[src/hdl/y2r_pkg.sv]
// ----------------------------------------------------------------------------
// y2r_pkg: shared types and helpers of the YUV 4:2:0 to RGB24 block
// Fixed-point BT.601 studio-range weights, payload structs, clamp and
// saturation helpers.
// ----------------------------------------------------------------------------
package y2r_pkg;

  localparam int SAMPLE_W    = 8;
  localparam int LUMA_TERM_W = 17;  // 298 * 224 fits in 17 bits
  localparam int SUM_W       = 19;  // signed luma + chroma sum

  localparam int LUMA_GAIN    = 298;
  localparam int RED_FROM_V   = 408;
  localparam int GREEN_FROM_U = 100;
  localparam int GREEN_FROM_V = 208;
  localparam int BLUE_FROM_U  = 517;
  localparam int LEVEL_LOW    = 16;
  localparam int LEVEL_HIGH   = 240;
  localparam int CHROMA_ZERO  = 128;
  localparam int SUM_LIMIT    = 'h10000;
  localparam int BYTE_MASK    = 'hff;
  localparam int FRAC_BITS    = 8;

  typedef logic [SAMPLE_W-1:0] sample_t;
  typedef logic signed [SUM_W-1:0] sum_t;

  typedef struct packed {
    sample_t luma_top_left;
    sample_t luma_top_right;
    sample_t luma_bottom_left;
    sample_t luma_bottom_right;
    sample_t chroma_blue;
    sample_t chroma_red;
  } in_item_t;

  typedef struct packed {
    sample_t red_top_left;
    sample_t green_top_left;
    sample_t blue_top_left;
    sample_t red_top_right;
    sample_t green_top_right;
    sample_t blue_top_right;
    sample_t red_bottom_left;
    sample_t green_bottom_left;
    sample_t blue_bottom_left;
    sample_t red_bottom_right;
    sample_t green_bottom_right;
    sample_t blue_bottom_right;
  } out_item_t;

  // Chroma contributions shared by the four pixels of a block
  typedef struct packed {
    sum_t red;
    sum_t green;
    sum_t blue;
  } chroma_terms_t;

  typedef struct packed {
    sample_t red;
    sample_t green;
    sample_t blue;
  } rgb_t;

  function automatic sample_t clamp_level(sample_t v);
    sample_t r;
    if (v < SAMPLE_W'(LEVEL_LOW)) begin
      r = SAMPLE_W'(LEVEL_LOW);
    end else if (v > SAMPLE_W'(LEVEL_HIGH)) begin
      r = SAMPLE_W'(LEVEL_HIGH);
    end else begin
      r = v;
    end
    return r;
  endfunction

  // Truncate the fraction, then saturate to one byte
  function automatic sample_t saturate_byte(sum_t s);
    sample_t r;
    if (s[SUM_W-1]) begin
      r = '0;
    end else if (s >= SUM_W'(SUM_LIMIT)) begin
      r = SAMPLE_W'(BYTE_MASK);
    end else begin
      r = s[FRAC_BITS +: SAMPLE_W];
    end
    return r;
  endfunction

endpackage

[src/hdl/y2r_if.sv]
// ----------------------------------------------------------------------------
// y2r_if: valid/ready stream channels
// One channel for input blocks, one for RGB result items.
// ----------------------------------------------------------------------------
interface y2r_in_if import y2r_pkg::*; ();
  logic     valid;
  logic     ready;
  in_item_t data;

  modport source (output valid, output data, input ready);
  modport sink   (input valid, input data, output ready);
endinterface

interface y2r_out_if import y2r_pkg::*; ();
  logic      valid;
  logic      ready;
  out_item_t data;

  modport source (output valid, output data, input ready);
  modport sink   (input valid, input data, output ready);
endinterface

[src/hdl/y2r_chroma.sv]
// ----------------------------------------------------------------------------
// y2r_chroma: chroma weighting
// Clamps U and V, removes the chroma offset and forms the red, green and
// blue chroma terms shared by one 2x2 block.
// ----------------------------------------------------------------------------
module y2r_chroma import y2r_pkg::*; (
  input  sample_t       chroma_blue_i,
  input  sample_t       chroma_red_i,
  output chroma_terms_t terms_o
);

  localparam sum_t KRedV   = SUM_W'(RED_FROM_V);
  localparam sum_t KGreenU = SUM_W'(GREEN_FROM_U);
  localparam sum_t KGreenV = SUM_W'(GREEN_FROM_V);
  localparam sum_t KBlueU  = SUM_W'(BLUE_FROM_U);
  localparam sum_t KZero   = SUM_W'(CHROMA_ZERO);

  sum_t d;
  sum_t e;

  assign d = sum_t'({{(SUM_W-SAMPLE_W){1'b0}}, clamp_level(chroma_blue_i)}) - KZero;
  assign e = sum_t'({{(SUM_W-SAMPLE_W){1'b0}}, clamp_level(chroma_red_i)}) - KZero;

  assign terms_o.red   = KRedV * e;
  assign terms_o.green = '0 - KGreenU * d - KGreenV * e;
  assign terms_o.blue  = KBlueU * d;

endmodule

[src/hdl/y2r_pixel.sv]
// ----------------------------------------------------------------------------
// y2r_pixel: one pixel of the block
// Scales the clamped luma, adds the shared chroma terms and saturates
// each sum to a byte.
// ----------------------------------------------------------------------------
module y2r_pixel import y2r_pkg::*; (
  input  sample_t       luma_i,
  input  chroma_terms_t terms_i,
  output rgb_t          rgb_o
);

  sample_t                luma_off;
  logic [LUMA_TERM_W-1:0] luma_term;
  sum_t                   c;

  assign luma_off  = clamp_level(luma_i) - SAMPLE_W'(LEVEL_LOW);
  assign luma_term = LUMA_TERM_W'(LUMA_GAIN) * LUMA_TERM_W'(luma_off);
  assign c         = sum_t'({{(SUM_W-LUMA_TERM_W){1'b0}}, luma_term});

  assign rgb_o.red   = saturate_byte(c + terms_i.red);
  assign rgb_o.green = saturate_byte(c + terms_i.green);
  assign rgb_o.blue  = saturate_byte(c + terms_i.blue);

endmodule

[src/hdl/yuv420_to_rgb24_block.sv]
// Accepted items pass the input register, then the result register, which drives the output.
// Throughput: one 2x2 block per cycle; while a result waits at the output the input
// register takes one more item, then ready drops until the result drains.
// Conversion logic sits between the two registers: four luma scalers and
// one chroma weighting unit feeding twelve saturating adders.
// Reset (rst_ni low, asynchronous): both stages empty, no result pending.
// ----------------------------------------------------------------------------
// yuv420_to_rgb24_block: YUV 4:2:0 block to RGB24 converter
// Converts one 2x2 block of luma with shared U/V into twelve RGB bytes.
// ----------------------------------------------------------------------------
module yuv420_to_rgb24_block import y2r_pkg::*; (
  input  logic     clk_i,
  input  logic     rst_ni,
  y2r_in_if.sink   src_i,
  y2r_out_if.source dst_o
);

  logic          in_valid_q;
  in_item_t      in_data_q;
  logic          out_valid_q;
  out_item_t     out_data_q;
  out_item_t     out_data_d;
  logic          advance;
  logic          accept;
  chroma_terms_t terms;
  rgb_t          px_tl;
  rgb_t          px_tr;
  rgb_t          px_bl;
  rgb_t          px_br;

  // Move the input stage forward when the result register is free or drains
  assign advance     = !out_valid_q || dst_o.ready;
  assign src_i.ready = !in_valid_q || advance;
  assign accept      = src_i.valid && src_i.ready;

  always_ff @(posedge clk_i or negedge rst_ni) begin
    if (!rst_ni) begin
      in_valid_q  <= 1'b0;
      out_valid_q <= 1'b0;
    end else begin
      if (src_i.ready) begin
        in_valid_q <= src_i.valid;
      end
      if (advance) begin
        out_valid_q <= in_valid_q;
      end
    end
  end

  always_ff @(posedge clk_i) begin
    if (accept) begin
      in_data_q <= src_i.data;
    end
    if (advance && in_valid_q) begin
      out_data_q <= out_data_d;
    end
  end

  y2r_chroma u_chroma (
    .chroma_blue_i (in_data_q.chroma_blue),
    .chroma_red_i  (in_data_q.chroma_red),
    .terms_o       (terms)
  );

  y2r_pixel u_px_tl (.luma_i(in_data_q.luma_top_left),     .terms_i(terms), .rgb_o(px_tl));
  y2r_pixel u_px_tr (.luma_i(in_data_q.luma_top_right),    .terms_i(terms), .rgb_o(px_tr));
  y2r_pixel u_px_bl (.luma_i(in_data_q.luma_bottom_left),  .terms_i(terms), .rgb_o(px_bl));
  y2r_pixel u_px_br (.luma_i(in_data_q.luma_bottom_right), .terms_i(terms), .rgb_o(px_br));

  always_comb begin
    out_data_d.red_top_left       = px_tl.red;
    out_data_d.green_top_left     = px_tl.green;
    out_data_d.blue_top_left      = px_tl.blue;
    out_data_d.red_top_right      = px_tr.red;
    out_data_d.green_top_right    = px_tr.green;
    out_data_d.blue_top_right     = px_tr.blue;
    out_data_d.red_bottom_left    = px_bl.red;
    out_data_d.green_bottom_left  = px_bl.green;
    out_data_d.blue_bottom_left   = px_bl.blue;
    out_data_d.red_bottom_right   = px_br.red;
    out_data_d.green_bottom_right = px_br.green;
    out_data_d.blue_bottom_right  = px_br.blue;
  end

  assign dst_o.valid = out_valid_q;
  assign dst_o.data  = out_data_q;

  a_accept_fills : assert property (@(posedge clk_i) disable iff (!rst_ni)
    accept |=> in_valid_q)
    else $error("accepted item did not reach the input stage");

  a_advance_fills : assert property (@(posedge clk_i) disable iff (!rst_ni)
    in_valid_q && advance |=> out_valid_q)
    else $error("input stage advanced without producing a result");

  a_stall_holds : assert property (@(posedge clk_i) disable iff (!rst_ni)
    in_valid_q && !advance |=> in_valid_q && $stable(in_data_q))
    else $error("input stage lost its item during a stall");

  a_no_accept_full : assert property (@(posedge clk_i) disable iff (!rst_ni)
    in_valid_q && !advance |-> !src_i.ready)
    else $error("ready raised while both stages are held");

endmodule

[src/flat_wrapper.sv]
// flat-port wrapper written by rule: the top's interface ports become plain ports
module yuv420_to_rgb24_block_flat import y2r_pkg::*;
  (clk_i, rst_ni, src_i_valid, src_i_data, src_i_ready, dst_o_valid, dst_o_data, dst_o_ready);
  y2r_in_if src_i_i ();
  y2r_out_if dst_o_i ();
  input  logic clk_i;
  input  logic rst_ni;
  input wire logic [$bits(src_i_i.valid)-1:0] src_i_valid;
  input wire logic [$bits(src_i_i.data)-1:0] src_i_data;
  output wire logic [$bits(src_i_i.ready)-1:0] src_i_ready;
  output wire logic [$bits(dst_o_i.valid)-1:0] dst_o_valid;
  output wire logic [$bits(dst_o_i.data)-1:0] dst_o_data;
  input wire logic [$bits(dst_o_i.ready)-1:0] dst_o_ready;
  assign src_i_i.valid = src_i_valid;
  assign src_i_i.data = src_i_data;
  assign src_i_ready = src_i_i.ready;
  assign dst_o_valid = dst_o_i.valid;
  assign dst_o_data = dst_o_i.data;
  assign dst_o_i.ready = dst_o_ready;
  yuv420_to_rgb24_block u_core (.clk_i(clk_i), .rst_ni(rst_ni), .src_i(src_i_i), .dst_o(dst_o_i));
endmodule
[config.mk]
export PLATFORM = sky130hd
export DESIGN_NAME = yuv420_to_rgb24_block_flat
export DESIGN_NICKNAME = d
export VERILOG_FILES = /design/src/hdl/y2r_pkg.sv /design/src/hdl/y2r_if.sv /design/src/hdl/y2r_chroma.sv /design/src/hdl/y2r_pixel.sv /design/src/hdl/yuv420_to_rgb24_block.sv /design/src/flat_wrapper.sv
export SDC_FILE = /design/constraint.sdc
export NUM_CORES = 1
export LEC_CHECK = 0
export ABC_AREA = 1
export BUFFER_PORTS_ARGS = -buffer_cell sky130_fd_sc_hd__buf_2
export CELL_PAD_IN_SITES_DETAIL_PLACEMENT = 1
export CELL_PAD_IN_SITES_GLOBAL_PLACEMENT = 2
export CORE_ASPECT_RATIO = 0.9
export CORE_MARGIN = 2
export CORE_UTILIZATION = 40
export DETAILED_ROUTE_END_ITERATION = 10
export MAX_ROUTING_LAYER = met4
export PLACE_DENSITY_LB_ADDON = 0.1
export SYNTH_ARGS = -nofsm -noshare
export SYNTH_HDL_FRONTEND = slang
export SYNTH_SLANG_ARGS = --single-unit
[constraint.sdc]
create_clock -name clk_i -period 11.2 [get_ports clk_i]
set_input_delay 0.56 -clock clk_i [delete_from_list [all_inputs] [get_ports clk_i]]
set_output_delay 0.56 -clock clk_i [all_outputs]
set_load 0.03 [all_outputs]
==> qor.csv <==
stage,metric,value,unit
floorplan,boundaryPins,150,
clock_network,cts_tree,yes,
synth,seq_area_frac_synth,20.06,%
synth,synth_ff_type,edfxtp_1,
synth,synth_top_area_cell,ha_1,
sta,finalSetupViolations,0,
sta,fin_crit,8.093,ns
clock_network,cts_inserted_buffers,17,
sta,postLayoutSetupSlackWorst,3.107,ns
floorplan,fp.dieArea,0.05641,sq mm
sta,tns,0,ns
synth,netlist_instances,2846,
clock_network,clk_pin_slew,0.07,ns
final_layout,final_nets,3599,
grt,grt.total_usage,29.36,%
sta,grt_setup_unrepaired,no,
synth,synth_seq_cells,146,
detailed_routing,drt_wl_total,79.16,mm
worst_setup_path,startpoint,u_core.in_data_q[15],
synth,synth_top_cells_by_area,"ha_1 (26%), edfxtp_1 (20%), nand2_1 (9.9%), inv_1 (8.0%), fa_1 (6.2%)",
floorplan,rows,81,
sta,slew_viol_final,0,
floorplan,die_x,250.1,um
worst_setup_path,reg2reg_slack,3.11,ns
sta,final.period_utilization,72.26,%
synth,syn_nets,3419,
clock_network,clkLatencyLatePin,0.51,ns
synth,synth.yosys.warnings,0,
sta,max_freq,0.1236,GHz
worst_setup_path,endpoint_kind,flop,
placed_design,placed_area,0.02356,sq mm
worst_setup_path,crit_path_start_kind,flop,
detailed_routing,drt_first_iter_violations,978,
grt,grt_pass1_wl,121.0,mm
floorplan,initial_core_util,40.30,%
clock_network,post_cts_buffers,0,
sta,relSlewSlack,15.03,%
detailed_routing,drcViolationCount,0,
synth,netlist_area,0.02181,sq mm
synth,synth_cell_types,48,
final_layout,post-route-util,44.64,%
placed_design,globalplace.congestion,0.9112,
detailed_routing,drtAntennaViolNets,0,
grt,antenna_found_initial,1,
final_layout,area_growth,10.77,%
synth,synth_edf_count,144,
clock_network,holdBufCountCts,1,
worst_setup_path,path_class,flop to flop,
worst_setup_path,crit_path_top_delay_cell,nor2_1,
job,max-cap-violations,0,
final_layout,drive_gt1_share,7.799,%
worst_setup_path,cp_max_fo,8,
synth,postSynthAreaPerCell,7.664,sq um
hold_path,hp-start,src_i_data[41],
detailed_routing,num_vias,19907,
final_layout,finalInstanceArea,0.02416,sq mm
clock_network,clockBufferDepth,2,
detailed_routing,wl_per_cell,21.14,um
hold_path,hold_path.class,input pin to flop,
clock_network,cts_root_buffer,clkbuf_16,
grt,grt_pass1_vias,20585,
worst_setup_path,path_buf_inv,3,
detailed_routing,vias_per_cell,5.316,
clock_network,htree_levels,4,
worst_setup_path,critPathTopFamily,adder cells,
synth,yosysTopAreaCellShare,25.99,%
placed_design,io_buffers,149,
synth,synthTopCellsByCount,"nand2_1 (578), inv_1 (467), ha_1 (453)",
placed_design,post-place-ws,3.026,ns
worst_setup_path,cp_data_arrival_time,8.33,ns
synth,async_reset_ff_share,1.370,%
floorplan,die_h,225.5,um
clock_network,cts_resized,0,
placed_design,dpl.hpwl,65.50,mm
detailed_routing,drtPass1Iterations,5,
worst_setup_path,r2r_start,u_core.in_data_q[15],
floorplan,core-area,0.05412,sq mm
sta,clock_skew,0.01983,ns
sta,max_slew.worst_pin.slew,1.270,ns
clock_network,clock_sinks,146,
worst_setup_path,slowest_delay,0.53,ns
synth,yosysMostFrequentCell,nand2_1,
sta,hold_violations,0,
grt,grt.overflow.total,0,
grt,grt_max_degree,74,
outcome,status,"complete, no violations",
worst_setup_path,worstPathRequired,11.44,ns
==> worst reg2reg max path: cells and delay by family, from the launching register on <==
family          cells  cell delay (ns)
fa+ha+maj           8             2.77
simple gates       16             2.06
compound gates      8             1.48
xor+xnor            2             0.65
flops               1             0.48
buf+inv             3             0.40
==> final cells by class <==
| cell class | count | area [sq um] |
|---|---|---|
| Fill cell | 6824 | 29960 |
| Multi-Input combinational cell | 2223 | 15670 |
| Sequential cell | 146 | 4374 |
| Inverter | 475 | 1783 |
| Tap cell | 705 | 882.1 |
| Timing Repair Buffer | 163 | 853.3 |
| Clock buffer | 17 | 425.4 |
| Clock inverter | 15 | 166.4 |
| Antenna cell | 1 | 2.502 |
==> cells by family (layout without fill, tap and decap cells) <==
group,after synthesis,count (layout),share of synthesized area [%]
compound gates,416,416,10.65
buf+inv,477,670,8.209
other cells,0,1,0
flops,146,146,20.06
fa+ha+maj,521,521,32.23
simple gates,1096,1096,20.94
xor+xnor,190,190,7.922
==> stage by stage <==
stage / cells / hold slack [ns]
after detailed placement: 3711 / 0.3482
final: 3745 / 0.2236
after global placement: 3711 / 0.3456
after CTS: 3744 / 0.1797
after global routing: 3744 / 0.2016
after floorplan: 2846 / 0.2644
==> worst paths after layout <==
kind                                         end  depth (start not counted)
hold reg to reg               u_core.dst_o.valid                          2
setup / recovery           u_core.dst_o.data[62]                         37
min in group asynchronous     u_core.dst_o.valid                          2
setup reg to reg           u_core.dst_o.data[62]                         37
max in group asynchronous      u_core.in_valid_q                          2
hold / removal              u_core.in_data_q[41]                          1
==> layout by cell type, fill, tap and decap left out, drive strengths merged, types with 3 or more instances in the layout <==
cell type / instances
buf: 162
or2: 8
o41ai: 4
o21ai: 114
clkinv: 6
inv: 482
a21oi: 227
o2111ai: 9
nor2: 251
ha: 453
nand3b: 11
xor2: 125
o21bai: 14
nand2: 587
a21o: 9
xnor2: 65
a21boi: 10
edfxtp: 144
nand3: 171
fa: 68
nor3: 28
o211ai: 4
a31oi: 12
o31ai: 3
nand4: 35
clkbuf: 17
==> per-layer routing <==
layer	routed length (um)	vias to the layer above	part of all wire, %	global-route usage, %
met5	0	-	0	-
met4	1993	0	2.5	9.021
met3	2492	76	3.1	4.031
met2	37600	310	47	48.86
met1	37080	9682	47	37.08
li1	-	9839	-	-
==> state kept, by name, indices dropped and copies added, names as in the netlist <==
register and flops:
u_core.dst_o.valid 1, u_core.in_valid_q 1, u_core.in_data_q 48, u_core.dst_o.data 96
Power is left out: the tool's default activity adds up to more than one toggle a clock period on the data nets, which glitch-free logic cannot reach.
